--- config.mk ---
export PLATFORM = sky130hd
export DESIGN_NAME = grbf_fifo
export DESIGN_NICKNAME = d
export VERILOG_FILES = /design/src/grbf_pkg.sv /design/src/grbf_fifo.sv
export SDC_FILE = /design/constraint.sdc
export NUM_CORES = 1
export LEC_CHECK = 0
export BUFFER_PORTS_ARGS = -buffer_cell sky130_fd_sc_hd__buf_2
export CAP_MARGIN = 20
export CELL_PAD_IN_SITES_DETAIL_PLACEMENT = 0
export CELL_PAD_IN_SITES_GLOBAL_PLACEMENT = 2
export CORE_ASPECT_RATIO = 0.7
export CORE_UTILIZATION = 35
export CTS_CLUSTER_DIAMETER = 30
export DETAILED_ROUTE_END_ITERATION = 6
export PLACE_DENSITY_LB_ADDON = 0.1
export REMOVE_ABC_BUFFERS = 1
export SLEW_MARGIN = 20
export SYNTH_ARGS = -nofsm -noshare
export SYNTH_HDL_FRONTEND = slang
export SYNTH_SLANG_ARGS = --single-unit
--- constraint.sdc ---
create_clock -name clk -period 6.92 [get_ports clk]
set_input_delay 0.346 -clock clk [delete_from_list [all_inputs] [get_ports clk]]
set_output_delay 0.346 -clock clk [all_outputs]
set_load 0.005 [all_outputs]
--- src/grbf_pkg.sv ---
// ----------------------------------------------------------------------------
// grbf_pkg
// Shared types, widths and the 2^-x table of the Gaussian RBF kernel.
// ----------------------------------------------------------------------------
package grbf_pkg;

	localparam int MAX_DIMS   = 3;
	localparam int COORD_W    = 16;
	localparam int MAG_W      = 16;
	localparam int SQ_W       = 32;
	localparam int D2_W       = 34;
	localparam int SHAPE_W    = 16;
	localparam int S2_W       = 32;
	localparam int LO_W       = 64;
	localparam int T_W        = 66;
	localparam int U_W        = 20;
	localparam int XP_W       = 37;
	localparam int X_W        = 21;
	localparam int K_W        = 5;
	localparam int KV_W       = 16;
	localparam int DIMS_W     = 2;
	localparam int CFG_IDX_W  = 1;
	localparam int CFG_DATA_W = 16;
	localparam int FIFO_DEPTH = 4;
	localparam int FIFO_PTR_W = 2;
	localparam int FIFO_CNT_W = 3;

	localparam logic [SHAPE_W-1:0] SHAPE_RESET = 16'd4096;
	localparam logic [DIMS_W-1:0]  DIMS_RESET  = 2'd3;
	localparam logic [XP_W-1:0]    LOG2E_Q16   = 37'd94548;
	localparam logic [KV_W-1:0]    KV_ONE      = 16'd32768;

	typedef enum logic [CFG_IDX_W-1:0] {
		REG_SHAPE = 1'b0,
		REG_DIMS  = 1'b1
	} cfg_reg_t;

	// absolute coordinate differences, zero for unused coordinates
	typedef struct packed {
		logic [MAX_DIMS-1:0][MAG_W-1:0] mag;
	} pair_t;

	typedef struct packed {
		logic                  full;
		logic                  empty;
		logic [FIFO_CNT_W-1:0] count;
	} q_stat_t;

	// round(32768 * 2^(-i/64)), with 2^-1 appended for the last interval
	localparam logic [KV_W-1:0] POW2_TAB [65] = '{
		16'd32768, 16'd32415, 16'd32066, 16'd31720, 16'd31379, 16'd31041, 16'd30706, 16'd30376,
		16'd30048, 16'd29725, 16'd29405, 16'd29088, 16'd28774, 16'd28464, 16'd28158, 16'd27855,
		16'd27554, 16'd27258, 16'd26964, 16'd26674, 16'd26386, 16'd26102, 16'd25821, 16'd25543,
		16'd25268, 16'd24995, 16'd24726, 16'd24460, 16'd24196, 16'd23936, 16'd23678, 16'd23423,
		16'd23170, 16'd22921, 16'd22674, 16'd22430, 16'd22188, 16'd21949, 16'd21713, 16'd21479,
		16'd21247, 16'd21019, 16'd20792, 16'd20568, 16'd20347, 16'd20127, 16'd19911, 16'd19696,
		16'd19484, 16'd19274, 16'd19066, 16'd18861, 16'd18658, 16'd18457, 16'd18258, 16'd18061,
		16'd17867, 16'd17674, 16'd17484, 16'd17296, 16'd17109, 16'd16925, 16'd16743, 16'd16562,
		16'd16384
	};

endpackage

--- src/grbf_fifo.sv ---
// ----------------------------------------------------------------------------
// grbf_fifo
// Short queue that decouples the front end from the arithmetic pipeline.
// ----------------------------------------------------------------------------
module grbf_fifo (
	input  logic              clk,
	input  logic              arst_n,
	input  logic              push,
	input  grbf_pkg::pair_t   wdata,
	input  logic              pop,
	output grbf_pkg::pair_t   rdata,
	output grbf_pkg::q_stat_t stat
);

	grbf_pkg::pair_t                 mem [grbf_pkg::FIFO_DEPTH];
	logic [grbf_pkg::FIFO_PTR_W-1:0] wr_q;
	logic [grbf_pkg::FIFO_PTR_W-1:0] rd_q;
	logic [grbf_pkg::FIFO_CNT_W-1:0] cnt_q;

	assign rdata      = mem[rd_q];
	assign stat.count = cnt_q;
	assign stat.empty = (cnt_q == '0);
	assign stat.full  = (cnt_q == grbf_pkg::FIFO_CNT_W'(grbf_pkg::FIFO_DEPTH));

	always_ff @(posedge clk) begin
		if (push) begin
			mem[wr_q] <= wdata;
		end
	end

	always_ff @(posedge clk or negedge arst_n) begin
		if (!arst_n) begin
			wr_q  <= '0;
			rd_q  <= '0;
			cnt_q <= '0;
		end else begin
			if (push) begin
				wr_q <= wr_q + 1'b1;
			end
			if (pop) begin
				rd_q <= rd_q + 1'b1;
			end
			case ({push, pop})
				2'b10:   cnt_q <= cnt_q + 1'b1;
				2'b01:   cnt_q <= cnt_q - 1'b1;
				default: cnt_q <= cnt_q;
			endcase
		end
	end

endmodule

Word-level counts from Yosys, hierarchy flattened:

Memories as Yosys holds them, arrays and structs flattened.
Index checks and enable logic that the tools add are counted.

* flip-flop bits (word level): 7
* RAM bits: 192
* input bits: 52
* output and inout port bits: 53
* logic and storage cells: 16
* memories kept: 1

* add/subtract/negate cells: 4
* equality and inequality tests: 3
* mux-type cells: 3
* reduce and logical (&&, ||, !) cells: 2

Memories
* mem: depth 4, bits a word 48, read ports 1, clocked after memory_dff 0, write ports 1, RTL line grbf_fifo.sv:15 `grbf_pkg::pair_t mem [grbf_pkg::FIFO_DEPTH];`

Operators by type and width (count)
* 3-bit one-hot mux with 2 select lines: 1
* 2-bit by 1-bit adder with 2-bit output, second input constant: 2
* 3-bit by 1-bit adder with 3-bit output, second input constant: 1
* 3-bit == test, second input constant: 1
* 3-bit logical NOT: 1
* 3-bit by 1-bit subtractor with 3-bit output, second input constant: 1
* 2-bit by 1-bit == test with 1-bit output, second input constant: 1
* 2-bit == test, second input constant: 1
* 1-bit 2-to-1 mux: 2
* 2-bit nonzero test: 1

Logic depth before layout (Yosys ltp):

* depth after elaboration: 2
* mapped depth: 7
* mapped depth without buffers: 7

Worst setup path before layout:

Ideal clock, no wire load.

* path type: reg2reg
* start: register wr_q[0] (netlist bit)
* end: memory mem[2][0] (netlist bit), enable pin
* setup time: 410 ps
* arrival: 1768 ps
* required time: 6510 ps
* setup slack: 4742 ps
* cell stages (with the launch flop): 4
* clock period less this slack: 2178 ps
* path through: dfrtp_1 > inv_1 > ha_1 > and2_1

RTL lines
* start: declaration: RTL line grbf_fifo.sv:16 `logic [grbf_pkg::FIFO_PTR_W-1:0] wr_q;`
* start signal: assignment: RTL line grbf_fifo.sv:38 `wr_q <= wr_q + 1'b1;`
* end: declaration: RTL line grbf_fifo.sv:15

No word-level cell before the write port.

==> flow_metrics.py <==
metrics = {
    "global_route": {
        "antenna_found_initial": 2,
        "grt_first_pass_wirelength_um": 20600,
        "grt_use_total_pct": 13.4,
        "grt_max_degree": 33,
        "grt_pass1_vias": 3484,
        "grt_remaining_overflow": 0,
    },
    "status": {
        "status": "finished, final reports clean",
    },
    "pwr": {
        "ir_worst_vdd_mv": 0.181,
        "p_leak_nw": 3.01,
        "power_density_nw_per_um2": 410,
        "power.total_mw": 3.59,
    },
    "worst_setup_path": {
        "critPathLaunchType": "flop",
        "worstSetupEndpointType": "output pin",
        "path_max_fanout": 30,
        "critPathKind": "flop to output pin",
        "crit_arrival_ps": 2510,
        "required_ps": 6570,
    },
    "sta": {
        "fmax_mhz": 350,
        "setup_tns_ps": 0,
        "report.final.hold_viol_count": 0,
        "report.final.slew_viol_count": 0,
        "finalCritPeriodShare_pct": 41.3,
        "worst_slew_pin_slew_ps": 748,
        "relSlewSlack_pct": 50.1,
        "setup_violations": 0,
        "fin_skew_ps": 9.87,
        "period_minus_slack_ps": 2860,
        "rsz0062_at_grt": "no",
    },
    "drt": {
        "viasPerCell": 4.66,
        "vias": 3247,
        "route.detailed.drc": 0,
        "avgRoutedWirePerCell_um": 19.4,
        "drt_wl_total_um": 13600,
        "ant_nets": 0,
        "drt-initial-drc-count": 207,
        "firstDrtPassIters": 4,
    },
    "clocking": {
        "cts_tree": "built",
        "path_clk_slew_ps": 70,
        "cts_resized": 0,
        "cts_sinks": 199,
        "clk_path_buf_depth": 2,
        "cts_htree_levels": 4,
        "cts-root-buf": "clkbuf_16",
        "ctsHoldBuffers": 1,
        "cts_made_buffers": 17,
        "post_cts_buffers": 0,
        "clk_latency_ps": 420,
    },
    "cells_and_area": {
        "nNetsFinal": 465,
        "nFillCells": 1845,
        "fin_cells": 697,
        "final_area_um2": 8760,
        "syn_to_final_growth_pct": 18.8,
        "drive_above_1_share_pct": 46.7,
    },
    "yosys": {
        "synth_warnings": 0,
        "ys_seq_elements": 199,
        "synth_area_um2": 7380,
        "syn_avg_cell_area_um2": 25.6,
        "syn_inst": 288,
        "synth_cell_type_count": 18,
        "ys_seq_area_share_pct": 80.5,
    },
    "floorplanning": {
        "start_util_pct": 35.7,
        "core_um2": 20700,
        "pin_count": 105,
        "num_rows": 44,
        "fp.dieH_um": 123,
        "die_area_um2": 21700,
        "dieWidth_um": 176,
    },
    "placement": {
        "portBuffers": 104,
        "dpl.cell_count": 663,
        "gp_congestion": 0.648,
        "placed_area_um2": 8160,
        "dp_hpwl_um": 8020,
    },
    "job": {
        "cap_violations": 0,
    },
    "hold_path": {
        "hp-class": "primary input to flop",
    },
}
-- sequential cells by signal, summed over array words and instances, names as in the netlist --
signal,flops
cnt_q,3
mem,192
rd_q,2
wr_q,2
-- where the power goes --
part	switching [mW]	leakage, nW	internal, mW
registers	0.118	1.84	1.58
logic	0.443	0.879	0.466
clock network	0.443	0.284	0.541
total	1.00	3.01	2.59
-- cells in the mapped netlist --
library cell	n	share of area (%)
buf_12	5	1.4
nor2_1	1	0.051
xnor2_1	2	0.24
and3_1	1	0.085
ha_1	5	0.85
and2_1	4	0.34
dfrtp_1	7	2.4
o21ai_0	2	0.14
buf_6	1	0.15
nand2_1	3	0.15
mux4_2	48	15
buf_4	1	0.10
nor3_1	1	0.068
fa_1	1	0.27
xor2_1	4	0.47
buf_2	4	0.27
inv_1	6	0.31
edfxtp_1	192	78
-- worst paths after layout --
path	depth (start not counted)	startpoint	end	slack [ps]
min in group asynchronous	2	arst_n	cnt_q[2]$_DFFE_PN0P_	290
hold reg to reg	1	cnt_q[0]$_DFFE_PN0P_	cnt_q[0]$_DFFE_PN0P_	530
setup / recovery	3	rd_q[0]$_DFFE_PN0P_	rdata[21]	4060
setup reg to reg	4	wr_q[0]$_DFFE_PN0P_	mem[0][12]$_DFFE_PP_	4800
hold / removal	1	wdata[33]	mem[2][33]$_DFFE_PP_	130
max in group asynchronous	2	arst_n	rd_q[0]$_DFFE_PN0P_	6430
-- routing by layer --
metal,part of all wire [%],global-route usage [%],vias up
li1,-,-,1452
met1,45,17.3,1710
met2,48,21.1,75
met3,6.2,4.24,10
met4,0.97,5.54,0
met5,0,0,-
-- worst max-delay path: stages (launching register included) --
cell and delay, ps:
dfrtp_4 700, buf_4 620, mux4_2 610, buf_2 150
-- layout by cell type (no fill, tap or decap) --
cell,instances
inv_1,6
bufinv_16,2
and3_1,1
dfrtp_1,5
xor2_1,4
dfrtp_2,1
clkinv_2,3
xnor2_1,2
diode_2,1
dlygate4sd3_1,1
dfrtp_4,1
fa_1,1
mux4_2,48
buf_2,104
nand2_1,3
o21ai_0,2
ha_1,5
nor2_1,1
clkinv_4,1
clkbuf_16,17
nor3_1,1
inv_6,4
edfxtp_1,192
inv_8,2
and2_2,4
clkinvlp_4,3
buf_4,6
-- kinds of logic after synthesis --
kind of cell	after synthesis	synth area share, %
muxes	48	14.6
adders and majority gates	6	1.12
xor gates and xnor gates	6	0.712
DFF	199	80.5
and+or+nand+nor	10	0.695
buffers and inverters	17	2.19
AOI/OAI and AO/OA	2	0.136
-- per-stage QoR --
| step | hold WS, ps | setup WS, ps | utilization (%) |
|---|---|---|---|
| global route | 116 | 3850 | 42.3 |
| detailed placement | 206 | 4420 | 39.4 |
| global placement | 199 | 4420 | 39.4 |
| finish | 135 | 4060 | 42.3 |
| CTS | 113 | 3960 | 42.3 |
| floorplan | 50.4 | 3910 | - |
-- area by class of cell --
cell class / instances / area [µm²] / share of cell area [%]
Inverter: 6 / 22.5 / 0.257
Antenna cell: 1 / 2.50 / 0.0286
Clock inverter: 15 / 164 / 1.87
Multi-Input combinational cell: 72 / 1280 / 14.6
Timing Repair Buffer: 111 / 576 / 6.57
Clock buffer: 17 / 425 / 4.85
Sequential cell: 199 / 5950 / 67.8
Tap cell: 276 / 345 / 3.94
No activity file was read; power rests on OpenSTA's default activity.
