$ cat config.mk
export PLATFORM = sky130hd
export DESIGN_NAME = grbf_front_flat
export DESIGN_NICKNAME = d
export VERILOG_FILES = /design/src/grbf_pkg.sv /design/src/grbf_if.sv /design/src/grbf_front.sv /design/src/flat_wrapper.sv
export SDC_FILE = /design/constraint.sdc
export NUM_CORES = 1
export LEC_CHECK = 0
export ABC_CLOCK_PERIOD_IN_PS = 2100
export BUFFER_PORTS_ARGS = -buffer_cell sky130_fd_sc_hd__buf_2
export CORE_UTILIZATION = 45
export DETAILED_ROUTE_END_ITERATION = 10
export GPL_TIMING_DRIVEN = 0
export PLACE_DENSITY = 0.8
export SETUP_SLACK_MARGIN = 0.4
export SYNTH_ARGS = -nofsm -noshare
export SYNTH_HDL_FRONTEND = slang
export SYNTH_SLANG_ARGS = --single-unit
$ cat constraint.sdc
create_clock -name clk -period 2.1 [get_ports clk]
set_input_delay 0.315 -clock clk [delete_from_list [all_inputs] [get_ports clk]]
set_output_delay 0.315 -clock clk [all_outputs]
set_load 0.01 [all_outputs]
$ cat src/grbf_pkg.sv
// ----------------------------------------------------------------------------
// grbf_pkg
// Shared types, widths and the 2^-x table of the Gaussian RBF kernel.
// ----------------------------------------------------------------------------
package grbf_pkg;

	localparam int MAX_DIMS   = 3;
	localparam int COORD_W    = 16;
	localparam int MAG_W      = 16;
	localparam int SQ_W       = 32;
	localparam int D2_W       = 34;
	localparam int SHAPE_W    = 16;
	localparam int S2_W       = 32;
	localparam int LO_W       = 64;
	localparam int T_W        = 66;
	localparam int U_W        = 20;
	localparam int XP_W       = 37;
	localparam int X_W        = 21;
	localparam int K_W        = 5;
	localparam int KV_W       = 16;
	localparam int DIMS_W     = 2;
	localparam int CFG_IDX_W  = 1;
	localparam int CFG_DATA_W = 16;
	localparam int FIFO_DEPTH = 4;
	localparam int FIFO_PTR_W = 2;
	localparam int FIFO_CNT_W = 3;

	localparam logic [SHAPE_W-1:0] SHAPE_RESET = 16'd4096;
	localparam logic [DIMS_W-1:0]  DIMS_RESET  = 2'd3;
	localparam logic [XP_W-1:0]    LOG2E_Q16   = 37'd94548;
	localparam logic [KV_W-1:0]    KV_ONE      = 16'd32768;

	typedef enum logic [CFG_IDX_W-1:0] {
		REG_SHAPE = 1'b0,
		REG_DIMS  = 1'b1
	} cfg_reg_t;

	// absolute coordinate differences, zero for unused coordinates
	typedef struct packed {
		logic [MAX_DIMS-1:0][MAG_W-1:0] mag;
	} pair_t;

	typedef struct packed {
		logic                  full;
		logic                  empty;
		logic [FIFO_CNT_W-1:0] count;
	} q_stat_t;

	// round(32768 * 2^(-i/64)), with 2^-1 appended for the last interval
	localparam logic [KV_W-1:0] POW2_TAB [65] = '{
		16'd32768, 16'd32415, 16'd32066, 16'd31720, 16'd31379, 16'd31041, 16'd30706, 16'd30376,
		16'd30048, 16'd29725, 16'd29405, 16'd29088, 16'd28774, 16'd28464, 16'd28158, 16'd27855,
		16'd27554, 16'd27258, 16'd26964, 16'd26674, 16'd26386, 16'd26102, 16'd25821, 16'd25543,
		16'd25268, 16'd24995, 16'd24726, 16'd24460, 16'd24196, 16'd23936, 16'd23678, 16'd23423,
		16'd23170, 16'd22921, 16'd22674, 16'd22430, 16'd22188, 16'd21949, 16'd21713, 16'd21479,
		16'd21247, 16'd21019, 16'd20792, 16'd20568, 16'd20347, 16'd20127, 16'd19911, 16'd19696,
		16'd19484, 16'd19274, 16'd19066, 16'd18861, 16'd18658, 16'd18457, 16'd18258, 16'd18061,
		16'd17867, 16'd17674, 16'd17484, 16'd17296, 16'd17109, 16'd16925, 16'd16743, 16'd16562,
		16'd16384
	};

endpackage

$ cat src/grbf_if.sv
// ----------------------------------------------------------------------------
// grbf_if
// Valid/ready channels of the Gaussian RBF kernel: point pairs in, values out.
// ----------------------------------------------------------------------------
interface grbf_pair_if;
	logic               valid;
	logic               ready;
	logic signed [15:0] p_x;
	logic signed [15:0] p_y;
	logic signed [15:0] p_z;
	logic signed [15:0] q_x;
	logic signed [15:0] q_y;
	logic signed [15:0] q_z;

	modport source (output valid, p_x, p_y, p_z, q_x, q_y, q_z, input ready);
	modport sink   (input valid, p_x, p_y, p_z, q_x, q_y, q_z, output ready);
endinterface


$ cat src/grbf_front.sv
// ----------------------------------------------------------------------------
// grbf_front
// Accepts point pairs, masks unused coordinates and forms |p - q| per lane.
// ----------------------------------------------------------------------------
module grbf_front (
	input  logic                        clk,
	input  logic                        arst_n,
	grbf_pair_if.sink                   pair,
	input  logic [grbf_pkg::DIMS_W-1:0] dims,
	input  logic                        q_full,
	output logic                        q_push,
	output grbf_pkg::pair_t             q_data
);

	logic                                 vld_s1;
	grbf_pkg::pair_t                      data_s1;
	grbf_pkg::pair_t                      mag_c;
	logic signed [grbf_pkg::COORD_W-1:0]  pc [grbf_pkg::MAX_DIMS];
	logic signed [grbf_pkg::COORD_W-1:0]  qc [grbf_pkg::MAX_DIMS];
	logic signed [grbf_pkg::COORD_W:0]    dif [grbf_pkg::MAX_DIMS];
	logic signed [grbf_pkg::COORD_W:0]    neg [grbf_pkg::MAX_DIMS];

	assign pc[0] = pair.p_x;
	assign pc[1] = pair.p_y;
	assign pc[2] = pair.p_z;
	assign qc[0] = pair.q_x;
	assign qc[1] = pair.q_y;
	assign qc[2] = pair.q_z;

	always_comb begin
		for (int c = 0; c < grbf_pkg::MAX_DIMS; c++) begin
			dif[c] = {pc[c][grbf_pkg::COORD_W-1], pc[c]} - {qc[c][grbf_pkg::COORD_W-1], qc[c]};
			neg[c] = -dif[c];
			if (dims > grbf_pkg::DIMS_W'(c)) begin
				mag_c.mag[c] = dif[c][grbf_pkg::COORD_W] ? neg[c][grbf_pkg::MAG_W-1:0]
					: dif[c][grbf_pkg::MAG_W-1:0];
			end else begin
				mag_c.mag[c] = '0;
			end
		end
	end

	// hold the stage while the queue is full
	assign pair.ready = !vld_s1 || !q_full;
	assign q_push     = vld_s1 && !q_full;
	assign q_data     = data_s1;

	always_ff @(posedge clk or negedge arst_n) begin
		if (!arst_n) begin
			vld_s1 <= 1'b0;
		end else if (pair.ready) begin
			vld_s1 <= pair.valid;
		end
	end

	always_ff @(posedge clk) begin
		if (pair.valid && pair.ready) begin
			data_s1 <= mag_c;
		end
	end

endmodule

$ cat src/flat_wrapper.sv
// flat-port wrapper written by rule: the top's interface ports become plain ports
module grbf_front_flat 
  (clk, arst_n, dims, q_full, q_push, q_data, pair_valid, pair_p_x, pair_p_y, pair_p_z, pair_q_x, pair_q_y, pair_q_z, pair_ready);
  grbf_pair_if pair_i ();
  input  logic clk;
  input  logic arst_n;
  input  logic [grbf_pkg::DIMS_W-1:0] dims;
  input  logic q_full;
  output logic q_push;
  output grbf_pkg::pair_t q_data;
  input wire logic [$bits(pair_i.valid)-1:0] pair_valid;
  input wire logic [$bits(pair_i.p_x)-1:0] pair_p_x;
  input wire logic [$bits(pair_i.p_y)-1:0] pair_p_y;
  input wire logic [$bits(pair_i.p_z)-1:0] pair_p_z;
  input wire logic [$bits(pair_i.q_x)-1:0] pair_q_x;
  input wire logic [$bits(pair_i.q_y)-1:0] pair_q_y;
  input wire logic [$bits(pair_i.q_z)-1:0] pair_q_z;
  output wire logic [$bits(pair_i.ready)-1:0] pair_ready;
  assign pair_i.valid = pair_valid;
  assign pair_i.p_x = pair_p_x;
  assign pair_i.p_y = pair_p_y;
  assign pair_i.p_z = pair_p_z;
  assign pair_i.q_x = pair_q_x;
  assign pair_i.q_y = pair_q_y;
  assign pair_i.q_z = pair_q_z;
  assign pair_ready = pair_i.ready;
  grbf_front u_core (.clk(clk), .arst_n(arst_n), .pair(pair_i), .dims(dims), .q_full(q_full), .q_push(q_push), .q_data(q_data));
endmodule
## After elaboration in Yosys (flattened, before gate mapping)

Index checks and enable logic that the tools add are counted.

| storage, ports and cells | value |
|---|---|
| bits in registers | 49 |
| logic and storage cells | 21 |

| operators by class | value |
|---|---|
| multiplexer cells | 3 |
| reduce and logical (&&, ||, !) cells | 5 |
| magnitude comparators | 3 |
| add/subtract/negate cells | 6 |

Operator list:

| kind | number |
|---|---|
| $sub A16 B16 Y17 | 3 |
| $mux W16 | 3 |
| $neg A16 Y16 | 3 |
| $gt A2 B1 Y1 const B | 2 |
| $gt A2 B2 Y1 const B | 1 |
| $logic_and A1 B1 Y1 | 2 |
| $logic_not A1 Y1 | 2 |
| $logic_or A1 B1 Y1 | 1 |

## Logic depth before layout (Yosys ltp)

Gate-level depths: netlist (run 1).

| depth | value |
|---|---|
| depth after elaboration | 3 |
| gate-level depth with buffers | 15 |
| depth with buffers taken out | 13 |

## Worst setup path after synthesis (run 1)

Ideal clock, no wire load.

| path | value |
|---|---|
| kind | in2reg |
| start | input port pair_p_x[0] |
| end | register u_core.data_s1 (netlist bit u_core.q_data[15]), data pin |
| arrival time | 3.000 ns |
| buffers on the path | 0 |
| setup slack | -1.160 ns |
| cell stages on the path | 13 |
| path through | inv_1 -> ha_1 -> inv_1 -> fa_1 -> a21o_1 -> a21o_1 -> a21o_1 -> a311oi_2 -> nand3_2 -> nor4b_2 -> nand2_1 -> o31ai_1 -> mux2_2 |

| on the way | value |
|---|---|
| word-level cells in the longest chain between the ends | 3 |

Ends and longest elaborated chain:

| element | RTL line | source |
|---|---|---|
| start, declared | flat_wrapper.sv:12 | `input wire logic [$bits(pair_i.p_x)-1:0] pair_p_x;` |
| $sub A16 B16 Y17 (*) | grbf_front.sv:32 | `dif[c] = {pc[c][grbf_pkg::COORD_W-1], pc[c]} - {qc[c][grbf_pkg::COORD_W-1], qc[c]};` |
| $neg A16 Y16 | grbf_front.sv:33 | `neg[c] = -dif[c];` |
| $mux W16 (*) | grbf_front.sv:35 | `mag_c.mag[c] = dif[c][grbf_pkg::COORD_W] ? neg[c][grbf_pkg::MAG_W-1:0]` |
| end signal, assigned | grbf_front.sv:58 | `data_s1 <= mag_c;` |
| end, declared | grbf_front.sv:16 | `grbf_pkg::pair_t data_s1;` |

Mark *: on every way between the ends. The rest lies on a longest branch, timed or not.
A chain may end at the register's enable or synchronous reset.

## Final worst setup path (run 1)

Ends and elaborated chain as after synthesis.

==> results of run 1 <==
## worst min path at each step
stage	startpoint	end	slack (ns)	cells past startpoint
after floorplan	arst_n	u_core.vld_s1$_DFFE_PN0N_	0.02	0
after global placement	arst_n	u_core.vld_s1$_DFFE_PN0N_	0.09	1
after detailed placement	arst_n	u_core.vld_s1$_DFFE_PN0N_	0.09	1
after CTS	pair_valid	u_core.vld_s1$_DFFE_PN0N_	0.24	2
after global routing	pair_valid	u_core.vld_s1$_DFFE_PN0N_	0.24	2
final	pair_valid	u_core.vld_s1$_DFFE_PN0N_	0.25	2
## registers in the layout, summed over array words and instances (netlist names)
signal         count
u_core.q_data     48
u_core.vld_s1      1
## cell usage in the layout, fill, tap and decap left out, types with 7 or more instances in the layout
| master | count |
|---|---|
| buf_2 | 147 |
| inv_1 | 67 |
| nor2_1 | 67 |
| edfxtp_1 | 48 |
| ha_1 | 43 |
| buf_4 | 34 |
| nand2_1 | 27 |
| xor2_1 | 24 |
| a21oi_1 | 22 |
| xnor2_1 | 22 |
| a21oi_2 | 22 |
| nand3_1 | 20 |
| a21o_1 | 17 |
| o21ai_0 | 17 |
| buf_6 | 16 |
| nand2b_1 | 9 |
| or3_1 | 8 |
| xnor2_2 | 8 |
| nand2_2 | 7 |
| and3_1 | 7 |
| ha_4 | 7 |
## cell families (layout without fill, tap and decap cells)
logic type / count (synthesis) / count (layout) / synth area share, %
muxes: 6 / 6 / 1.15
adders and majority gates: 54 / 54 / 12.8
xor gates and xnor gates: 63 / 63 / 10.4
and+or+nand+nor: 213 / 213 / 19.9
AOI/OAI and AO/OA: 174 / 174 / 22.7
buffers and inverters: 88 / 297 / 6.21
DFF: 49 / 49 / 26.9
## per-layer routing
| metal | wire length [um] | up-vias | track usage, % |
|---|---|---|---|
| met5 | 0 | - | 0 |
| met4 | 276 | 0 | 5.51 |
| met3 | 564 | 20 | 2.05 |
| met2 | 7650 | 156 | 42.9 |
| met1 | 6120 | 2604 | 26.6 |
| li1 | - | 2745 | - |
## repair_timing
item | CTS | global route
endpoints found under the setup margin | 93 | 45
buffers inserted | 36 | 10
endpoints found under the hold margin | 1 | 0
resized for setup | 100 | 33
pin swaps | 80 | 37
hold buffers | 1 | 0
cloned | 3 | 0
## through the flow
| stage | utilization [%] | setup TNS, ns | cells | cell area, um2 |
|---|---|---|---|---|
| floorplan | - | -28.89 | 647 | 5860 |
| global placement | 58.5 | -47.53 | 941 | 6790 |
| detailed placement | 58.5 | -48.60 | 941 | 6790 |
| CTS | 66.9 | -24.39 | 989 | 7770 |
| global route | 69.1 | -30.42 | 999 | 8020 |
| finish | 69.1 | -26.29 | 999 | 8020 |
## power by group
group	internal [mW]	switching (mW)	total, mW
combinational	1.18	1.35	2.53
clock	0.681	0.350	1.03
sequential	1.22	0.0266	1.25
## worst reg2reg max path: stages, from the launching register on
cell	delay [ns]
dfrtp_1	0.37
nand2_1	0.10
and2_4	0.56
## layout make-up
| type | instances | area share, % |
|---|---|---|
| tap | 143 | 2.23 |
| buffer | 12 | 1.28 |
| clock buffer | 5 | 1.56 |
| timing repair buffer | 201 | 15.7 |
| multi-input combinational | 510 | 56.0 |
| inverter | 76 | 4.15 |
| clock inverter | 3 | 0.811 |
| sequential | 49 | 18.3 |
==> results.md, run 1 <==
- Status: finished with violations
- Failing checks: DRC, setup timing
- Total overflow reported by the global router: 0
- Layout area overhead: 46.9%
- Fillers: 876
- Slowest stage delay, CP: around 0.34 ns
- R2R cell count: 2
- CP endpoint: u_core.q_data[15]$_SDFFCE_PP0P_
- Row count: 39
- Cell taking the most area after synthesis: edfxtp_1
- Fmax: 336 MHz
- Drt via density: 5.53
- VDD IR max: 0.352 mV
- CP Class: in -> reg
- Slew HR: about 56%
- Vias in the first global route: between 5000 and 6000
- Via count: 5525
- Vert. Die Dim: 112 um
- CP Buf/Inv Count: 3
- Area share of the largest cell type after synthesis: 26.4%
- Worst setup EP type: flip-flop
- Pre-CTS setup slack: -1.38 ns
- Worst Path Required: 2.14 ns
- Post-Syn Area: roughly 5500 um2
- Clock Latency Late Sink: about 0.29 ns
- Most Frequent Cell on Critical Path: a21o_1
- Worst Hold Slack: 0.250 ns
- Worst min path class: in -> reg
- GRT Total Usage: 22.4%
- Endpoints failing setup: 45
- Minimum clock period: 2.98 ns
- Reg2reg end: u_core.q_data[16]$_SDFFCE_PP0P_
- Starting density of the core: 47.0%
- Clock transition at path regs: roughly 0.07 ns
- DRC viols: 10
- CTS tree: yes
- Gpl congestion: 0.874
- Tcrit/Tclk final: 142%
- Max Cap Viol: 0
- Full die area: around 13000 um2
- CTS H-tree lvls: 2
- Syn nets: 803
- Die width: 112 um
- Starting DRC count in detailed routing: 360
- Asr flop ratio synth: a little over 2%
- WL final: 14.6 mm
- Antenna Violating Nets Remaining: 0
- FF-to-FF setup slack: between 0.6 and 0.7 ns
- CP max-delay cell: mux2_4
- Cells after Synth: 647
- Unrepaired setup endpoints after global routing: true
- Worst path cell trace: buf_8 -> inv_12 -> ha_4 -> inv_2 -> fa_2 -> a21o_1 -> a21o_4 -> a21o_1 -> a311oi_2 -> nand3_2 -> nor4b_4 -> nand2_1 -> o31ai_2 -> mux2_4
- Critical path depth: 14
- Nets: 1011
- Post-synth top cells: inv_1, nor2_1, ha_1, edfxtp_1, a21oi_1
- Leakage: roughly 3.6 nW
- First-pass GRT wire length: 23.3 mm
- Total power: 4.81 mW
- Reg-to-Reg Start: u_core.vld_s1$_DFFE_PN0N_
- Ant diodes: 0
- Worst-path fanout max: 5
- Most used DFF post-synth: edfxtp_1
- Worst-margin pin slew: 0.658 ns
- Count of different cell masters after synthesis: just under 80
- Synth Register Bits: 49
- CP delay by family, top: compound AO/OA/AOI/OAI gates
- Synth area leaders: edfxtp_1, ha_1, inv_1
- Post-synthesis sequential area ratio: 26.9%
- Fin worst setup slack: -0.880 ns
- Setup crit start kind: input port
- Largest net degree at the start of global routing: between 40 and 50
- Core area: 11600 um2
- Crit. Startpoint: pair_p_x[0]
- Number of synthesized flops with an enable pin: 48
- Share of layout cells above drive strength 1: 43.1%
- Dpl hpwl: 10.4 mm
- Most frequent cell after synthesis: inv_1
- Reg area: 1470 um2
- CTS Buf Count: 5
- Syn avg cell area: around 8.4 um2
- Root buf cell: clkbuf_16
- # port buffers: 151
- Ports: 152
- Final hold violations: 0
- Drt wl/cell: 14.6 um
- Area of the multi-input gates: around 4500 um2
- Cell Pwr Density: roughly 600 nW/um2
- Max-slew violations: 0
- Worst Clk Skew: 0.00766 ns
- Clock buffer depth: 2
- Number of antenna violations at the first check in global routing: 0
- Ys Warns: 0
- Drt pass-1 iters: 8
- Worst Path Arrival: 3.02 ns
- CTS sink cnt: 49
No activity file was read; power rests on OpenSTA's default activity.
==> inputs of run 2 (changes only) <==
--- a/config.mk
+++ b/config.mk
@@ -7,10 +7,11 @@
 export LEC_CHECK = 0
 export ABC_CLOCK_PERIOD_IN_PS = 2100
 export BUFFER_PORTS_ARGS = -buffer_cell sky130_fd_sc_hd__buf_2
-export CORE_UTILIZATION = 45
+export CORE_MARGIN = 3
+export CORE_UTILIZATION = 24
 export DETAILED_ROUTE_END_ITERATION = 10
 export GPL_TIMING_DRIVEN = 0
-export PLACE_DENSITY = 0.8
+export PLACE_DENSITY = 0.51
 export SETUP_SLACK_MARGIN = 0.4
 export SYNTH_ARGS = -nofsm -noshare
 export SYNTH_HDL_FRONTEND = slang
==> results.md, run 2 (synthesis results as in run 1) <==
- Vert. Die Dim: 157 um
- CP Buf/Inv Count: 4
- Die width: approximately 160 um
- Gpl congestion: 0.790
- Status: finished with violations
- Drt via density: 4.66
- Clock buffer depth: 2
- Clock Latency Late Sink: 0.28 ns
- Share of total power in sequential cells: about 28%
- VDD IR max: 0.295 mV
- Tcrit/Tclk final: 147%
- Switch share: 37.3%
- R2R cell count: 2
- Fin worst setup slack: -0.980 ns
- Hold Crit Endpoint: u_core.vld_s1$_DFFE_PN0N_
- Clock transition at path regs: approximately 0.06 ns
- First-pass GRT wire length: between 20 and 25 mm
- Starting density of the core: 24.7%
- CTS sink cnt: between 40 and 50
- Total overflow reported by the global router: 0
- Final Core Density: a little under two fifths
- Nets: 1016
- Starting DRC count in detailed routing: 176
- Critical path depth: 15
- Max FFs per register: 48
- Final hold violations: 0
- Most frequent cells in the layout: buf_2, inv_1, nor2_1
- Drt wl/cell: ~14 um
- Failing checks: setup timing
- CTS H-tree lvls: 2
- Fillers: 2288
- CTS tree: yes
- Leakage: 3.62 nW
- GRT Total Usage: roughly an eighth
- Via count: 5321
- Reg-to-Reg Start: u_core.vld_s1$_DFFE_PN0N_
- Fmax: 325 MHz
- Slowest stage delay, CP: 0.33 ns
- Worst setup EP type: flip-flop
- Worst Hold Slack: 0.237 ns
- Reg2reg end: u_core.q_data[27]$_SDFFCE_PP0P_
- Endpoints failing setup: 45
- Worst Clk Skew: 0.00187 ns
- DR top layer: met5
- Met2 wire length: between 7 and 8 mm
- Total power: 4.52 mW
- Ports: 152
- Share of layout cells above drive strength 1: a little over two fifths
- Dpl hpwl: 12.1 mm
- DRC viols: 0
- Worst min path class: in -> reg
- CP Class: in -> reg
- Worst min-delay path startpoint: pair_valid
- Drt pass-1 iters: 4
- WL final: 15.5 mm
- Worst Path Required: approximately 2.1 ns
- Max Cap Viol: 0
- Final cell count without fillers: 1141
- Met3 WL: ~640 um
- Setup_tns: -27.89 ns
- Max-slew violations: 0
- Slew HR: a little under three fifths
- Worst-margin pin slew: 0.640 ns
- Full die area: 24600 um2
- Core area: 22100 um2
- Vias in the first global route: 5074
- Wl on met1: 7.12 mm
- Clock power frac: around 17%
- Ant diodes: 0
- Root buf cell: clkbuf_16
- Minimum clock period: around 3 ns
- Worst-path fanout max: 4
- Antenna Violating Nets Remaining: 0
- CP delay by family, top: compound AO/OA/AOI/OAI gates
- Layout area overhead: 49.7%
- Worst Path Arrival: 3.12 ns
- Psw: 1.69 mW
- CP max-delay cell: fa_2
- Dpl cells: 1078
- Comb pwr share: about 55%
- Number of antenna violations at the first check in global routing: 1
- Cell Pwr Density: 553 nW/um2
- Unrepaired setup endpoints after global routing: true
- # port buffers: 151
- CTS Buf Count: 5
- Int Power: around 2.8 mW
- Row count: 54
- Largest net degree at the start of global routing: 49
- Most common cell after layout, fill and taps aside: buf_2
- Setup crit start kind: input port
- WHS Path Cells: 2
- FF-to-FF setup slack: 0.66 ns
- Worst path cell trace: buf_8 -> inv_12 -> ha_4 -> inv_2 -> fa_2 -> a21o_1 -> a21o_1 -> buf_4 -> a211o_1 -> nand2_2 -> xor2_4 -> nor4b_4 -> nand2_1 -> o31ai_2 -> mux2_4
- Most Frequent Cell on Critical Path: a21o_1
-- run 2: cell types whose count changed in the layout (fill, tap and decap cells not counted), moves of 3 or more --
| cell | before | now |
|---|---|---|
| nand2_2 | 7 | 4 |
| nor2_1 | 67 | 64 |
| buf_4 | 34 | 44 |
| o21ai_1 | 3 | 6 |
| a21oi_1 | 22 | 29 |
| a21oi_2 | 22 | 16 |
-- run 2: power by group through the flow --
stage	combinational [mW]	sequential [mW]	clock, mW
finish	2.47	1.26	0.785
global route	2.74	1.27	0.870
CTS	2.36	1.26	0.812
detailed placement	1.99	1.29	0
global placement	1.98	1.29	0
floorplan	1.43	1.32	0
-- run 2: worst max-delay path by stage --
stage                     start                              end  slack [ns]
floorplan           pair_p_x[0]  u_core.q_data[15]$_SDFFCE_PP0P_       -0.90
global placement    pair_p_x[0]  u_core.q_data[14]$_SDFFCE_PP0P_       -1.36
detailed placement  pair_p_x[0]  u_core.q_data[14]$_SDFFCE_PP0P_       -1.37
CTS                 pair_p_x[0]  u_core.q_data[15]$_SDFFCE_PP0P_       -0.95
global route        pair_p_x[0]  u_core.q_data[15]$_SDFFCE_PP0P_       -1.07
finish              pair_p_x[0]  u_core.q_data[15]$_SDFFCE_PP0P_       -0.98
-- run 2: per-layer routing --
layer	vias up	global-route usage [%]
met5	-	0
met4	2	1.54
li1	2748	-
met3	14	1.69
met1	2443	16.0
met2	114	21.0
-- run 2: repair_timing --
item	4_1_cts	5_1_grt
setup buffers	39	12
pin swaps	71	42
endpoints found under the hold margin	1	0
gates cloned	3	0
resized for setup	90	42
setup endpoints to repair	93	45
hold buffers	1	0
-- run 2: layout make-up --
class,count,area (um2),area share (%)
inverter,76,330,4.04
buffer,12,106,1.30
tap,280,350,4.29
multi-input combinational,510,4490,54.9
clock inverter,2,15.0,0.184
sequential,49,1470,17.9
timing repair buffer,206,1280,15.7
clock buffer,6,129,1.58
-- run 2: through the flow --
stage               setup WS, ns  area [um2]
floorplan                 -0.900        5860
global placement           -1.36        6960
detailed placement         -1.37        6960
CTS                       -0.946        7880
global route               -1.07        8170
finish                    -0.980        8170
==> inputs of run 3 (changes only) <==
--- a/config.mk
+++ b/config.mk
@@ -5,13 +5,14 @@
 export SDC_FILE = /design/constraint.sdc
 export NUM_CORES = 1
 export LEC_CHECK = 0
-export ABC_CLOCK_PERIOD_IN_PS = 2100
+export ABC_CLOCK_PERIOD_IN_PS = 3900
 export BUFFER_PORTS_ARGS = -buffer_cell sky130_fd_sc_hd__buf_2
 export CORE_MARGIN = 3
-export CORE_UTILIZATION = 24
+export CORE_UTILIZATION = 45
+export CTS_BUF_LIST = sky130_fd_sc_hd__clkbuf_8
 export DETAILED_ROUTE_END_ITERATION = 10
 export GPL_TIMING_DRIVEN = 0
-export PLACE_DENSITY = 0.51
+export PLACE_DENSITY = 0.77
 export SETUP_SLACK_MARGIN = 0.4
 export SYNTH_ARGS = -nofsm -noshare
 export SYNTH_HDL_FRONTEND = slang
==> constraint.sdc (replaced) <==
create_clock -name clk -period 3.9 [get_ports clk]
set_input_delay 0.585 -clock clk [delete_from_list [all_inputs] [get_ports clk]]
set_output_delay 0.585 -clock clk [all_outputs]
set_load 0.01 [all_outputs]
==> results.md, run 3 (synthesis results as in run 1) <==
- Max-slew violations: 0
- Full die area: 13500 um2
- Starting DRC count in detailed routing: 274
- Worst Path Required: 3.93 ns
- Final cell count without fillers: roughly 960
- Clock transition at path regs: around 0.080 ns
- Reg-to-Reg Start: u_core.vld_s1$_DFFE_PN0N_
- Drt pass-1 iters: 6
- Number of antenna violations at the first check in global routing: 0
- Nets: 969
- Core area: 11600 um2
- Antenna Violating Nets Remaining: 0
- Vias in the first global route: between 4000 and 5000
- Pre-CTS setup slack: 0.0741 ns
- Unrepaired setup endpoints after global routing: false
- Setup_tns: 0 ns
- Max FFs per register: 48
- Slew HR: around three fifths
- Most common cell after layout, fill and taps aside: buf_2
- Minimum clock period: 3.38 ns
- Drt wl/cell: 13.2 um
- # port buffers: about 150
- Worst min path class: in -> async
- Met3 WL: 570 um
- Status: complete, no violations
- Fmax: 296 MHz
- Worst-path fanout max: 5
- Row count: 39
- Drt via density: 5.39
- Ports: 152
- Share of layout cells above drive strength 1: 26.4%
- Root buf cell: clkbuf_8
- Cell Pwr Density: 306 nW/um2
- Worst Path Arrival: between 3 and 4 ns
- CTS sink cnt: slightly below 50
- DRC viols: 0
- Fin worst setup slack: around 0.52 ns
- Worst setup EP type: flip-flop
- Die width: 116 um
- Fillers: 1111
- Reg area: about 1500 um2
- Worst Clk Skew: 0.00460 ns
- Area of the multi-input gates: around 3700 um2
- Dpl cells: 942
- Met2 wire length: 6.35 mm
- Reg2reg end: u_core.q_data[30]$_SDFFCE_PP0P_
- DR top layer: met4
- Final non-filler cell area: 6670 um2
- Wl on met1: 5.64 mm
- Leakage: 3.19 nW
- Layout area overhead: 22.1%
- Final Core Density: 57.4%
- R2R cell count: 3
- CTS tree: yes
- Endpoints failing setup: 0
- Area post-placement: 6430 um2
- Most frequent cells in the layout: buf_2, inv_1, nor2_1
- Clock Latency Late Sink: 0.28 ns
- CTS H-tree lvls: 2
- GRT Total Usage: 18.1%
- CTS Buf Count: 5
- Worst-margin pin slew: approximately 0.59 ns
- Gpl congestion: 0.915
- Ant diodes: 0
- Setup crit start kind: input port
- VDD IR max: 0.144 mV
- Clock buffer depth: 2
- First-pass GRT wire length: 20.6 mm
- Largest net degree at the start of global routing: 33
- CP Class: in -> reg
- WL final: 12.7 mm
- Starting density of the core: between 40% and 50%
- Total overflow reported by the global router: 0
- Hold_buf cts: 0
- Final hold violations: 0
- Tcrit/Tclk final: between 80% and 90%
- FF-to-FF setup slack: 2.43 ns
- Dpl hpwl: roughly 11 mm
- Max Cap Viol: 0
- Vert. Die Dim: 116 um
- Via count: around 5200
-- run 3: cell count changes in the layout (fill, tap and decap cells not counted), moves of 9 or more --
cell / delta
a21oi_1: +17
inv_1: +9
xnor2_1: +9
ha_1: +9
buf_6: -13
o21ai_0: +9
a21oi_2: -15
buf_4: -37
-- run 3: how the worst max path moves through the flow --
stage,slack (ns),start,end
detailed placement,0.07,pair_p_x[0],u_core.q_data[15]$_SDFFCE_PP0P_
global route,0.40,pair_p_x[0],u_core.q_data[15]$_SDFFCE_PP0P_
global placement,0.10,pair_p_x[0],u_core.q_data[15]$_SDFFCE_PP0P_
floorplan,0.41,pair_p_x[0],u_core.q_data[15]$_SDFFCE_PP0P_
CTS,0.42,pair_p_x[0],u_core.q_data[15]$_SDFFCE_PP0P_
finish,0.52,pair_p_x[0],u_core.q_data[15]$_SDFFCE_PP0P_
-- run 3: through the flow --
step / power (mW) / hold slack (ns)
global placement: 1.63 / 0.360
floorplan: 1.41 / 0.289
finish: 2.04 / 0.0597
CTS: 2.01 / 0.0500
detailed placement: 1.65 / 0.361
global route: 2.20 / 0.0394
-- run 3: report_power, final --
group	internal (mW)	switching (mW)	total (mW)	leakage (nW)
Clock	0.206	0.150	0.356	0.0626
Combinational	0.438	0.571	1.01	2.64
Sequential	0.657	0.0148	0.672	0.482
-- run 3: area by class of cell --
| class | count | area share, % |
|---|---|---|
| clock inverter | 2 | 0.507 |
| inverter | 76 | 4.28 |
| tap | 143 | 2.68 |
| sequential | 49 | 22.0 |
| multi-input combinational | 510 | 56.0 |
| buffer | 12 | 0.919 |
| clock buffer | 6 | 1.24 |
| timing repair buffer | 159 | 12.4 |
-- run 3: critical path: stages --
cell and delay [ns]:
buf_2 0.10, inv_1 0.05, ha_1 0.16, inv_1 0.06
fa_2 0.35, a21o_1 0.18, a21o_1 0.24, a21o_1 0.21
a311oi_2 0.25, nand3_2 0.17, nor4b_4 0.39, nand2_1 0.12
o31ai_2 0.19, mux2_2 0.37
-- run 3: what timing repair did --
item / 4_1_cts / 5_1_grt
endpoints found under the setup margin: 1 / 28
pin swaps: 1 / 6
setup buffers: 0 / 7
resized for setup: 1 / 17
-- run 3: layer usage --
metal	vias to the layer above	track usage, %
met5	-	0
met4	0	2.32
met3	6	2.33
met2	134	32.5
met1	2357	23.9
li1	2660	-
